==> src/fmf_pkg.sv <==
// Shared types and constants for the floor mode filter.
package fmf_pkg;

   localparam int WINDOW_DEF = 10;
   localparam int HEIGHT_W = 21;
   localparam int FLOOR_W = 12;
   localparam int FH_W = 15;
   localparam int MINC_W = 4;
   localparam int CNT_OUT_W = 4;
   localparam int CSR_IDX_W = 1;
   localparam int CSR_DATA_W = 15;
   localparam int STEP_W = 5;        // covers divide steps and window index up to 31
   localparam int CNT_WIDE_W = 6;    // holds a count up to 32
   localparam int DIV_STEPS = HEIGHT_W;

   localparam logic [CSR_IDX_W-1:0] CSR_FLOOR_HEIGHT = 1'd0;
   localparam logic [CSR_IDX_W-1:0] CSR_MIN_COUNT = 1'd1;

   localparam logic [FH_W-1:0] FLOOR_HEIGHT_RST = 15'd3000;
   localparam logic [MINC_W-1:0] MIN_COUNT_RST = 4'd8;

   localparam logic signed [FLOOR_W-1:0] IDX_MAX = 12'sd2047;
   localparam logic signed [FLOOR_W-1:0] IDX_MIN = -12'sd2047;

   typedef enum logic [2:0] {
      ST_IDLE,
      ST_DIV,
      ST_STORE,
      ST_SCAN,
      ST_EMIT
   } fmf_state_type;

   typedef struct packed {
      logic load;
      logic div_step;
      logic store;
      logic scan_step;
      logic emit;
      logic [STEP_W-1:0] step;
   } fmf_cmd_type;

   typedef struct packed {
      logic full_next;
      logic rsp_busy;
   } fmf_status_type;

endpackage

==> src/fmf_datapath.sv <==
// Datapath: config registers, divider, sample window, mode search and result register.
module fmf_datapath import fmf_pkg::*; #(
   parameter int WINDOW = WINDOW_DEF
) (
   input  logic                        clock,
   input  logic                        reset,
   input  logic                        csr_wr_en,
   input  logic [CSR_IDX_W-1:0]        csr_index,
   input  logic [CSR_DATA_W-1:0]       csr_wdata,
   input  logic signed [HEIGHT_W-1:0]  req_height_mm,
   input  logic                        rsp_ready,
   output logic                        rsp_valid,
   output logic signed [FLOOR_W-1:0]   rsp_storey,
   output logic [CNT_OUT_W-1:0]        rsp_mode_count,
   output logic                        rsp_confident,
   input  fmf_cmd_type                 cmd,
   output fmf_status_type              status
);

   localparam int IDX_W = $clog2(WINDOW);
   localparam int CNT_W = $clog2(WINDOW + 1);
   localparam logic [CNT_W-1:0] FULL_CNT = CNT_W'(WINDOW);
   localparam logic [CNT_W-1:0] FILL_LAST = CNT_W'(WINDOW - 1);
   localparam logic [IDX_W-1:0] POS_LAST = IDX_W'(WINDOW - 1);

   logic [FH_W-1:0] floor_height_ff;
   logic [MINC_W-1:0] min_count_ff;

   logic [FH_W-1:0] div_ff, div_in;
   logic neg_ff, neg_in;
   logic [HEIGHT_W-1:0] quo_ff, quo_in;
   logic [FH_W-1:0] rem_ff, rem_in;

   logic signed [FLOOR_W-1:0] win_ff [WINDOW];
   logic [CNT_W-1:0] fill_ff, fill_in;
   logic [IDX_W-1:0] wpos_ff, wpos_in;

   logic signed [FLOOR_W-1:0] best_val_ff, best_val_in;
   logic [CNT_W-1:0] best_cnt_ff, best_cnt_in;

   logic rsp_valid_ff, rsp_valid_in;
   logic signed [FLOOR_W-1:0] rsp_floor_ff, rsp_floor_in;
   logic [CNT_OUT_W-1:0] rsp_cnt_ff, rsp_cnt_in;
   logic rsp_conf_ff, rsp_conf_in;

   logic [HEIGHT_W:0] neg_ext;
   logic [FH_W:0] shifted;
   logic [FH_W+1:0] diff;
   logic [HEIGHT_W:0] pos_q;
   logic signed [FLOOR_W-1:0] new_idx;
   logic signed [FLOOR_W-1:0] cand;
   logic [CNT_W-1:0] cand_cnt;
   logic [CNT_WIDE_W-1:0] best_wide;

   // configuration registers
   always_ff @(posedge clock) begin
      if (reset) begin
         floor_height_ff <= FLOOR_HEIGHT_RST;
         min_count_ff <= MIN_COUNT_RST;
      end else if (csr_wr_en) begin
         unique case (csr_index)
            CSR_FLOOR_HEIGHT: floor_height_ff <= csr_wdata[FH_W-1:0];
            CSR_MIN_COUNT:    min_count_ff <= csr_wdata[MINC_W-1:0];
            default: ;
         endcase
      end
   end

   // divider: one quotient bit per step on the magnitude
   always_comb begin
      neg_ext = (HEIGHT_W+1)'(0) - {req_height_mm[HEIGHT_W-1], req_height_mm};
      shifted = {rem_ff, quo_ff[HEIGHT_W-1]};
      diff = {1'b0, shifted} - {2'b00, div_ff};
      div_in = div_ff;
      neg_in = neg_ff;
      quo_in = quo_ff;
      rem_in = rem_ff;
      if (cmd.load) begin
         div_in = (floor_height_ff == '0) ? FH_W'(1) : floor_height_ff;
         neg_in = req_height_mm[HEIGHT_W-1];
         quo_in = req_height_mm[HEIGHT_W-1] ? neg_ext[HEIGHT_W-1:0] : req_height_mm;
         rem_in = '0;
      end else if (cmd.div_step) begin
         if (!diff[FH_W+1]) begin
            rem_in = diff[FH_W-1:0];
            quo_in = {quo_ff[HEIGHT_W-2:0], 1'b1};
         end else begin
            rem_in = shifted[FH_W-1:0];
            quo_in = {quo_ff[HEIGHT_W-2:0], 1'b0};
         end
      end
   end

   // round toward plus infinity, then saturate
   always_comb begin
      pos_q = {1'b0, quo_ff} + (HEIGHT_W+1)'(rem_ff != '0);
      if (neg_ff) begin
         if (quo_ff > HEIGHT_W'(2047)) new_idx = IDX_MIN;
         else new_idx = FLOOR_W'(0) - quo_ff[FLOOR_W-1:0];
      end else begin
         if (pos_q > (HEIGHT_W+1)'(2047)) new_idx = IDX_MAX;
         else new_idx = pos_q[FLOOR_W-1:0];
      end
   end

   // count how often the candidate occurs in the window
   always_comb begin
      cand = win_ff[cmd.step[IDX_W-1:0]];
      cand_cnt = '0;
      for (int j = 0; j < WINDOW; j++) begin
         cand_cnt = cand_cnt + CNT_W'(win_ff[j] == cand);
      end
   end

   always_comb begin
      fill_in = fill_ff;
      wpos_in = wpos_ff;
      best_val_in = best_val_ff;
      best_cnt_in = best_cnt_ff;
      if (cmd.store) begin
         if (fill_ff != FULL_CNT) fill_in = fill_ff + CNT_W'(1);
         wpos_in = (wpos_ff == POS_LAST) ? '0 : wpos_ff + IDX_W'(1);
         best_cnt_in = '0;
         best_val_in = '0;
      end else if (cmd.scan_step) begin
         if (cand_cnt > best_cnt_ff || (cand_cnt == best_cnt_ff && cand < best_val_ff)) begin
            best_cnt_in = cand_cnt;
            best_val_in = cand;
         end
      end
   end

   // result register
   always_comb begin
      best_wide = CNT_WIDE_W'(best_cnt_ff);
      rsp_valid_in = rsp_valid_ff;
      rsp_floor_in = rsp_floor_ff;
      rsp_cnt_in = rsp_cnt_ff;
      rsp_conf_in = rsp_conf_ff;
      if (rsp_valid_ff && rsp_ready) rsp_valid_in = 1'b0;
      if (cmd.emit) begin
         rsp_valid_in = 1'b1;
         rsp_floor_in = (best_val_ff < FLOOR_W'(1)) ? best_val_ff - FLOOR_W'(1) : best_val_ff;
         rsp_cnt_in = (best_wide > CNT_WIDE_W'(15)) ? CNT_OUT_W'(15) : best_wide[CNT_OUT_W-1:0];
         rsp_conf_in = best_wide >= CNT_WIDE_W'(min_count_ff);
      end
   end

   always_ff @(posedge clock) begin
      if (reset) begin
         fill_ff <= '0;
         wpos_ff <= '0;
         rsp_valid_ff <= 1'b0;
      end else begin
         fill_ff <= fill_in;
         wpos_ff <= wpos_in;
         rsp_valid_ff <= rsp_valid_in;
      end
   end

   always_ff @(posedge clock) begin
      div_ff <= div_in;
      neg_ff <= neg_in;
      quo_ff <= quo_in;
      rem_ff <= rem_in;
      best_val_ff <= best_val_in;
      best_cnt_ff <= best_cnt_in;
      rsp_floor_ff <= rsp_floor_in;
      rsp_cnt_ff <= rsp_cnt_in;
      rsp_conf_ff <= rsp_conf_in;
      if (cmd.store) win_ff[wpos_ff] <= new_idx;
   end

   assign status.full_next = (fill_ff >= FILL_LAST);
   assign status.rsp_busy = rsp_valid_ff && !rsp_ready;

   assign rsp_valid = rsp_valid_ff;
   assign rsp_storey = rsp_floor_ff;
   assign rsp_mode_count = rsp_cnt_ff;
   assign rsp_confident = rsp_conf_ff;

   a_fill_bound: assert property (@(posedge clock) disable iff (reset)
      fill_ff <= FULL_CNT) else $error("fill count beyond window");

   a_wpos_bound: assert property (@(posedge clock) disable iff (reset)
      wpos_ff <= POS_LAST) else $error("write position beyond window");

   a_emit_valid: assert property (@(posedge clock) disable iff (reset)
      cmd.emit |=> rsp_valid_ff) else $error("emitted beat not presented");

   a_no_overwrite: assert property (@(posedge clock) disable iff (reset)
      cmd.emit |-> !status.rsp_busy) else $error("pending beat overwritten");

endmodule

==> src/fmf_ctrl.sv <==
// Controller: sequences load, divide, store, mode scan and result hand-off.
module fmf_ctrl import fmf_pkg::*; #(
   parameter int WINDOW = WINDOW_DEF
) (
   input  logic            clock,
   input  logic            reset,
   input  logic            req_valid,
   output logic            req_ready,
   input  fmf_status_type  status,
   output fmf_cmd_type     cmd
);

   localparam logic [STEP_W-1:0] DIV_LAST = STEP_W'(DIV_STEPS - 1);
   localparam logic [STEP_W-1:0] SCAN_LAST = STEP_W'(WINDOW - 1);

   fmf_state_type state_ff, state_in;
   logic [STEP_W-1:0] step_ff, step_in;

   always_ff @(posedge clock) begin
      if (reset) begin
         state_ff <= ST_IDLE;
         step_ff <= '0;
      end else begin
         state_ff <= state_in;
         step_ff <= step_in;
      end
   end

   always_comb begin
      state_in = state_ff;
      step_in = step_ff;
      req_ready = 1'b0;
      cmd = '0;
      cmd.step = step_ff;
      unique case (state_ff)
         ST_IDLE: begin
            req_ready = 1'b1;
            if (req_valid) begin
               cmd.load = 1'b1;
               step_in = '0;
               state_in = ST_DIV;
            end
         end
         ST_DIV: begin
            cmd.div_step = 1'b1;
            step_in = step_ff + STEP_W'(1);
            if (step_ff == DIV_LAST) state_in = ST_STORE;
         end
         ST_STORE: begin
            cmd.store = 1'b1;
            step_in = '0;
            // drop the result while the window is still filling
            state_in = status.full_next ? ST_SCAN : ST_IDLE;
         end
         ST_SCAN: begin
            cmd.scan_step = 1'b1;
            step_in = step_ff + STEP_W'(1);
            if (step_ff == SCAN_LAST) state_in = ST_EMIT;
         end
         ST_EMIT: begin
            // hold until the result register is free
            if (!status.rsp_busy) begin
               cmd.emit = 1'b1;
               state_in = ST_IDLE;
            end
         end
         default: state_in = ST_IDLE;
      endcase
   end

endmodule

==> src/floor_mode_filter_unit.sv <==
// Top level of the floor mode filter: controller plus datapath.
// Each req beat carries one height in mm; it is divided by the configured floor height
// (rounded up, saturated to +/-2047) and pushed into a window of the last WINDOW floor
// indices. From the WINDOW-th beat on, every beat yields one rsp beat with the window
// mode (ties to the smaller index, lowered by one below 1), its count and a confidence
// flag. An item passes through an accept step, the bit-serial divider (one quotient bit
// per step), a store step, a mode scan over every window entry and a hand-off into the
// result register, which lets the next beat be accepted while a result waits; while the
// window fills, the scan and hand-off are skipped. The hand-off stretches for as long as
// the previous result is still waiting for rsp_ready. The user must make CSR writes only
// while the block is idle; the block itself does not enforce this.
module floor_mode_filter_unit import fmf_pkg::*; #(
   parameter int WINDOW = WINDOW_DEF
) (
   input  logic                        clock,
   input  logic                        reset,
   input  logic                        csr_wr_en,
   input  logic [CSR_IDX_W-1:0]        csr_index,
   input  logic [CSR_DATA_W-1:0]       csr_wdata,
   input  logic                        req_valid,
   output logic                        req_ready,
   input  logic signed [HEIGHT_W-1:0]  req_height_mm,
   output logic                        rsp_valid,
   input  logic                        rsp_ready,
   output logic signed [FLOOR_W-1:0]   rsp_storey,
   output logic [CNT_OUT_W-1:0]        rsp_mode_count,
   output logic                        rsp_confident
);

   fmf_cmd_type cmd;
   fmf_status_type status;

   fmf_ctrl #(.WINDOW(WINDOW)) u_ctrl (
      .clock     (clock),
      .reset     (reset),
      .req_valid (req_valid),
      .req_ready (req_ready),
      .status    (status),
      .cmd       (cmd)
   );

   fmf_datapath #(.WINDOW(WINDOW)) u_datapath (
      .clock            (clock),
      .reset            (reset),
      .csr_wr_en        (csr_wr_en),
      .csr_index        (csr_index),
      .csr_wdata        (csr_wdata),
      .req_height_mm    (req_height_mm),
      .rsp_ready        (rsp_ready),
      .rsp_valid        (rsp_valid),
      .rsp_storey       (rsp_storey),
      .rsp_mode_count   (rsp_mode_count),
      .rsp_confident    (rsp_confident),
      .cmd              (cmd),
      .status           (status)
   );

endmodule
==> config.mk <==
export PLATFORM = sky130hd
export DESIGN_NAME = floor_mode_filter_unit
export DESIGN_NICKNAME = d
export VERILOG_FILES = /design/src/fmf_pkg.sv /design/src/fmf_datapath.sv /design/src/fmf_ctrl.sv /design/src/floor_mode_filter_unit.sv
export SDC_FILE = /design/constraint.sdc
export NUM_CORES = 1
export LEC_CHECK = 0
export ABC_AREA = 1
export BUFFER_PORTS_ARGS = -buffer_cell sky130_fd_sc_hd__buf_2
export CAP_MARGIN = 10
export CORE_MARGIN = 2
export CORE_UTILIZATION = 60
export CTS_BUF_LIST = sky130_fd_sc_hd__clkbuf_8
export DETAILED_ROUTE_END_ITERATION = 10
export PLACE_DENSITY = 0.74
export SLEW_MARGIN = 25
export SYNTH_ARGS = -nofsm -noshare
export SYNTH_HDL_FRONTEND = slang
export SYNTH_SLANG_ARGS = --single-unit
==> constraint.sdc <==
create_clock -name clock -period 10.7 [get_ports clock]
set_input_delay 2.14 -clock clock [delete_from_list [all_inputs] [get_ports clock]]
set_output_delay 2.14 -clock clock [all_outputs]
set_load 0.02 [all_outputs]
==> results.json <==
{
  "status": "complete, no violations",
  "post-route-period-util": 0.7627,
  "maxSlewHeadroom": 0.3395,
  "netlist_top_cells_area": "edfxtp_1 43%, dfxtp_1 8.3%, nand2_1 6.6%, xor2_1 5.0%, o21ai_0 4.2%",
  "seq_power_share": 0.411,
  "cts_resized": 0,
  "drt_iter0_drc": 1450,
  "layout_commonest_cell": "nand2_1",
  "fin_skew_ps": 42.27,
  "rrSetupSlack_ps": 2540,
  "n_antenna_cell": 0,
  "maxCapViolations": 0,
  "fin_util": 0.6621,
  "num-fill-cells": 2281,
  "p_total_mw": 4.082,
  "hold_end": "u_datapath.div_ff[12]",
  "grt_max_degree": 86,
  "async_reset_ff_frac": 0,
  "synthFlopType": "edfxtp_1",
  "report.final.setup_viol": 0,
  "max_freq_ghz": 0.1225,
  "ctsHoldBuffers": 0,
  "viasPerCell": 5.762,
  "cp_slowest_stage_delay_ps": 630,
  "htreeDepth": 2,
  "ys_seq_elements": 317,
  "ys_warn_count": 0,
  "synth_seq_area_share": 0.5161,
  "antenna_left": 0,
  "dpl.hpwl_mm": 28.69,
  "path_delay_family": "adder cells",
  "post_cts_buffers": 0,
  "synth_top_area_frac": 0.4328,
  "initial_core_util": 0.6110,
  "io_pins": 61,
  "post-route-min-period_ps": 8161,
  "rows": 61,
  "hold_class": "reg -> reg",
  "drc_errors": 0,
  "grt_pass1_wl_mm": 66.50,
  "grt_setup_unrepaired": "false",
  "worstMarginPinSlew_ps": 989.7,
  "final_cell_mix": "298 x nand2_1, 246 x edfxtp_1, 200 x inv_1",
  "grt_usage": 0.2771,
  "path_clk_slew_ps": 60,
  "switching_share": 0.3862,
  "die_h_um": 172.7,
  "total_leakage_power_nw": 7.428,
  "drive_gt1_frac": 0.1060,
  "mappedNetlistArea_mm2": 0.01707,
  "r2r_cells": 32,
  "vias": 13264,
  "setup.worst_path.class": "reg -> reg",
  "floorplan.die.width_um": 172.7,
  "worst_setup_path_start_kind": "register",
  "insertion_delay_ps": 600,
  "worstHoldStart": "u_datapath.floor_height_ff[12]",
  "port_buffers": 60,
  "holdPathStages": 0,
  "switchingPower_mw": 1.577,
  "worstPathRequired_ps": 11230,
  "tns_ps": 0,
  "crit_arrival_ps": 8690,
  "cts_tree": "yes",
  "wl_per_cell_um": 18.04,
  "cts_made_buffers": 52,
  "gp_congestion": 0.9319,
  "clkSinkCount": 317,
  "synthCells": 1842,
  "avgSynthCellArea_um2": 9.266,
  "power.density_mw_per_mm2": 220.7,
  "clock_path_buffers": 3,
  "wirelength_mm": 41.54,
  "pwr-share-comb": 0.339,
  "grt.overflow.total": 0,
  "first_pass_iters": 5,
  "worst-path-buf-inv": 8,
  "clockPowerShare": 0.249,
  "synth_edf_count": 246,
  "final_hold_viol_count": 0,
  "cp_max_fo": 58,
  "design.core.area_mm2": 0.02793,
  "antenna_found_initial": 0,
  "clockRootBuffer": "clkbuf_8",
  "grt_pass1_vias": 12719,
  "slew_violations": 0,
  "slowest_stage": "inv_2",
  "nets": 1986,
  "synth_top_cell_by_area": "edfxtp_1",
  "die-area_mm2": 0.02981,
  "endpoint_kind": "register",
  "peakVddDrop_v": 0.0001485,
  "r2r_end": "u_datapath.best_val_ff[3]",
  "syn2layout_area_growth_pct": 8.357,
  "yosysUniqueCellTypes": 53,
  "intPower_mw": 2.506,
  "synth.net_count": 1943
}
-- area by class of cell --
type | count | area (µm²) | share of cell area
well taps | 378 | 473.0 | 0.02557
clock buffers | 57 | 784.5 | 0.04242
repair buffers | 80 | 450.4 | 0.02436
clock inverters | 36 | 209.0 | 0.01130
multi-input cells | 1248 | 7063 | 0.3819
flip-flops and latches | 317 | 8813 | 0.4766
inverters | 186 | 700.7 | 0.03789
-- power by group through the flow --
stage / Sequential (mW) / Clock, mW / Combinational (mW)
after floorplan: 1.62 / 0 / 1.14
after detailed placement: 1.70 / 0 / 1.36
after global placement: 1.70 / 0 / 1.32
after CTS: 1.68 / 1.03 / 1.37
after global routing: 1.70 / 1.09 / 1.56
final: 1.68 / 1.02 / 1.39
-- synth_stat cells, types with 35 or more instances --
| cell | instances |
|---|---|
| nand2_1 | 298 |
| edfxtp_1 | 246 |
| nor2_1 | 189 |
| inv_1 | 179 |
| o21ai_0 | 144 |
| a21oi_1 | 102 |
| xor2_1 | 98 |
| nand3_1 | 90 |
| dfxtp_1 | 71 |
| ha_1 | 52 |
| clkbuf_1 | 40 |
| nor3_1 | 40 |
| nand4_1 | 35 |
-- stage by stage --
step | worst slack, ps | area, µm² | std cells | hold slack (ps)
after global placement | 2994 | 17480 | 2209 | 443.1
after detailed placement | 2712 | 17500 | 2209 | 447.6
after global routing | 2051 | 18490 | 2302 | 476.0
after CTS | 2671 | 18490 | 2302 | 464.1
final | 2539 | 18490 | 2302 | 461.3
after floorplan | 4502 | 17070 | 1842 | 433.2
-- how the worst max path moves through the flow --
stage / start / endpoint / slack (ps) / depth (start not counted)
2_1_floorplan: register / u_datapath.best_val_ff[6] / 4500 / 32
3_3_place_gp: register / u_datapath.best_val_ff[2] / 2990 / 31
3_5_place_dp: register / u_datapath.best_cnt_ff[1] / 2710 / 32
4_1_cts: register / u_datapath.best_cnt_ff[2] / 2670 / 32
5_1_grt: register / u_datapath.best_cnt_ff[3] / 2050 / 32
6_report: register / u_datapath.best_val_ff[3] / 2540 / 32
-- cell families after synthesis --
kind of cell               share of synthesized area
adders and majority gates                    0.04633
buffers and inverters                        0.07250
xor gates and xnor gates                     0.06466
DFF                                           0.5161
AOI/OAI and AO/OA                             0.1191
and+or+nand+nor                               0.1814
-- routing by layer --
layer  vias up  global-route usage  share of wire
met5         -                   0              0
met2       619              0.4525           0.47
met4         0              0.1345          0.048
li1       6410                   -              -
met3       128             0.04134          0.074
met1      6107              0.3654           0.41
-- state kept, by name, indices dropped and copies added (netlist names), named ones only --
| signal | cells |
|---|---|
| u_datapath.quo_ff | 21 |
| u_datapath.rsp_valid | 1 |
| u_datapath.best_val_ff | 12 |
| u_datapath.rsp_storey | 12 |
| u_datapath.floor_height_ff | 15 |
| u_datapath.neg_ff | 1 |
| u_datapath.rsp_mode_count | 4 |
| u_datapath.div_ff | 15 |
| u_ctrl.state_ff | 3 |
| u_datapath.fill_ff | 4 |
| u_datapath.win_ff | 192 |
| u_datapath.wpos_ff | 4 |
| u_datapath.best_cnt_ff | 4 |
| u_ctrl.step_ff | 5 |
| u_datapath.rsp_confident | 1 |
| u_datapath.rem_ff | 15 |
| u_datapath.min_count_ff | 4 |
Note: power is estimated with default switching activity, not from simulation.
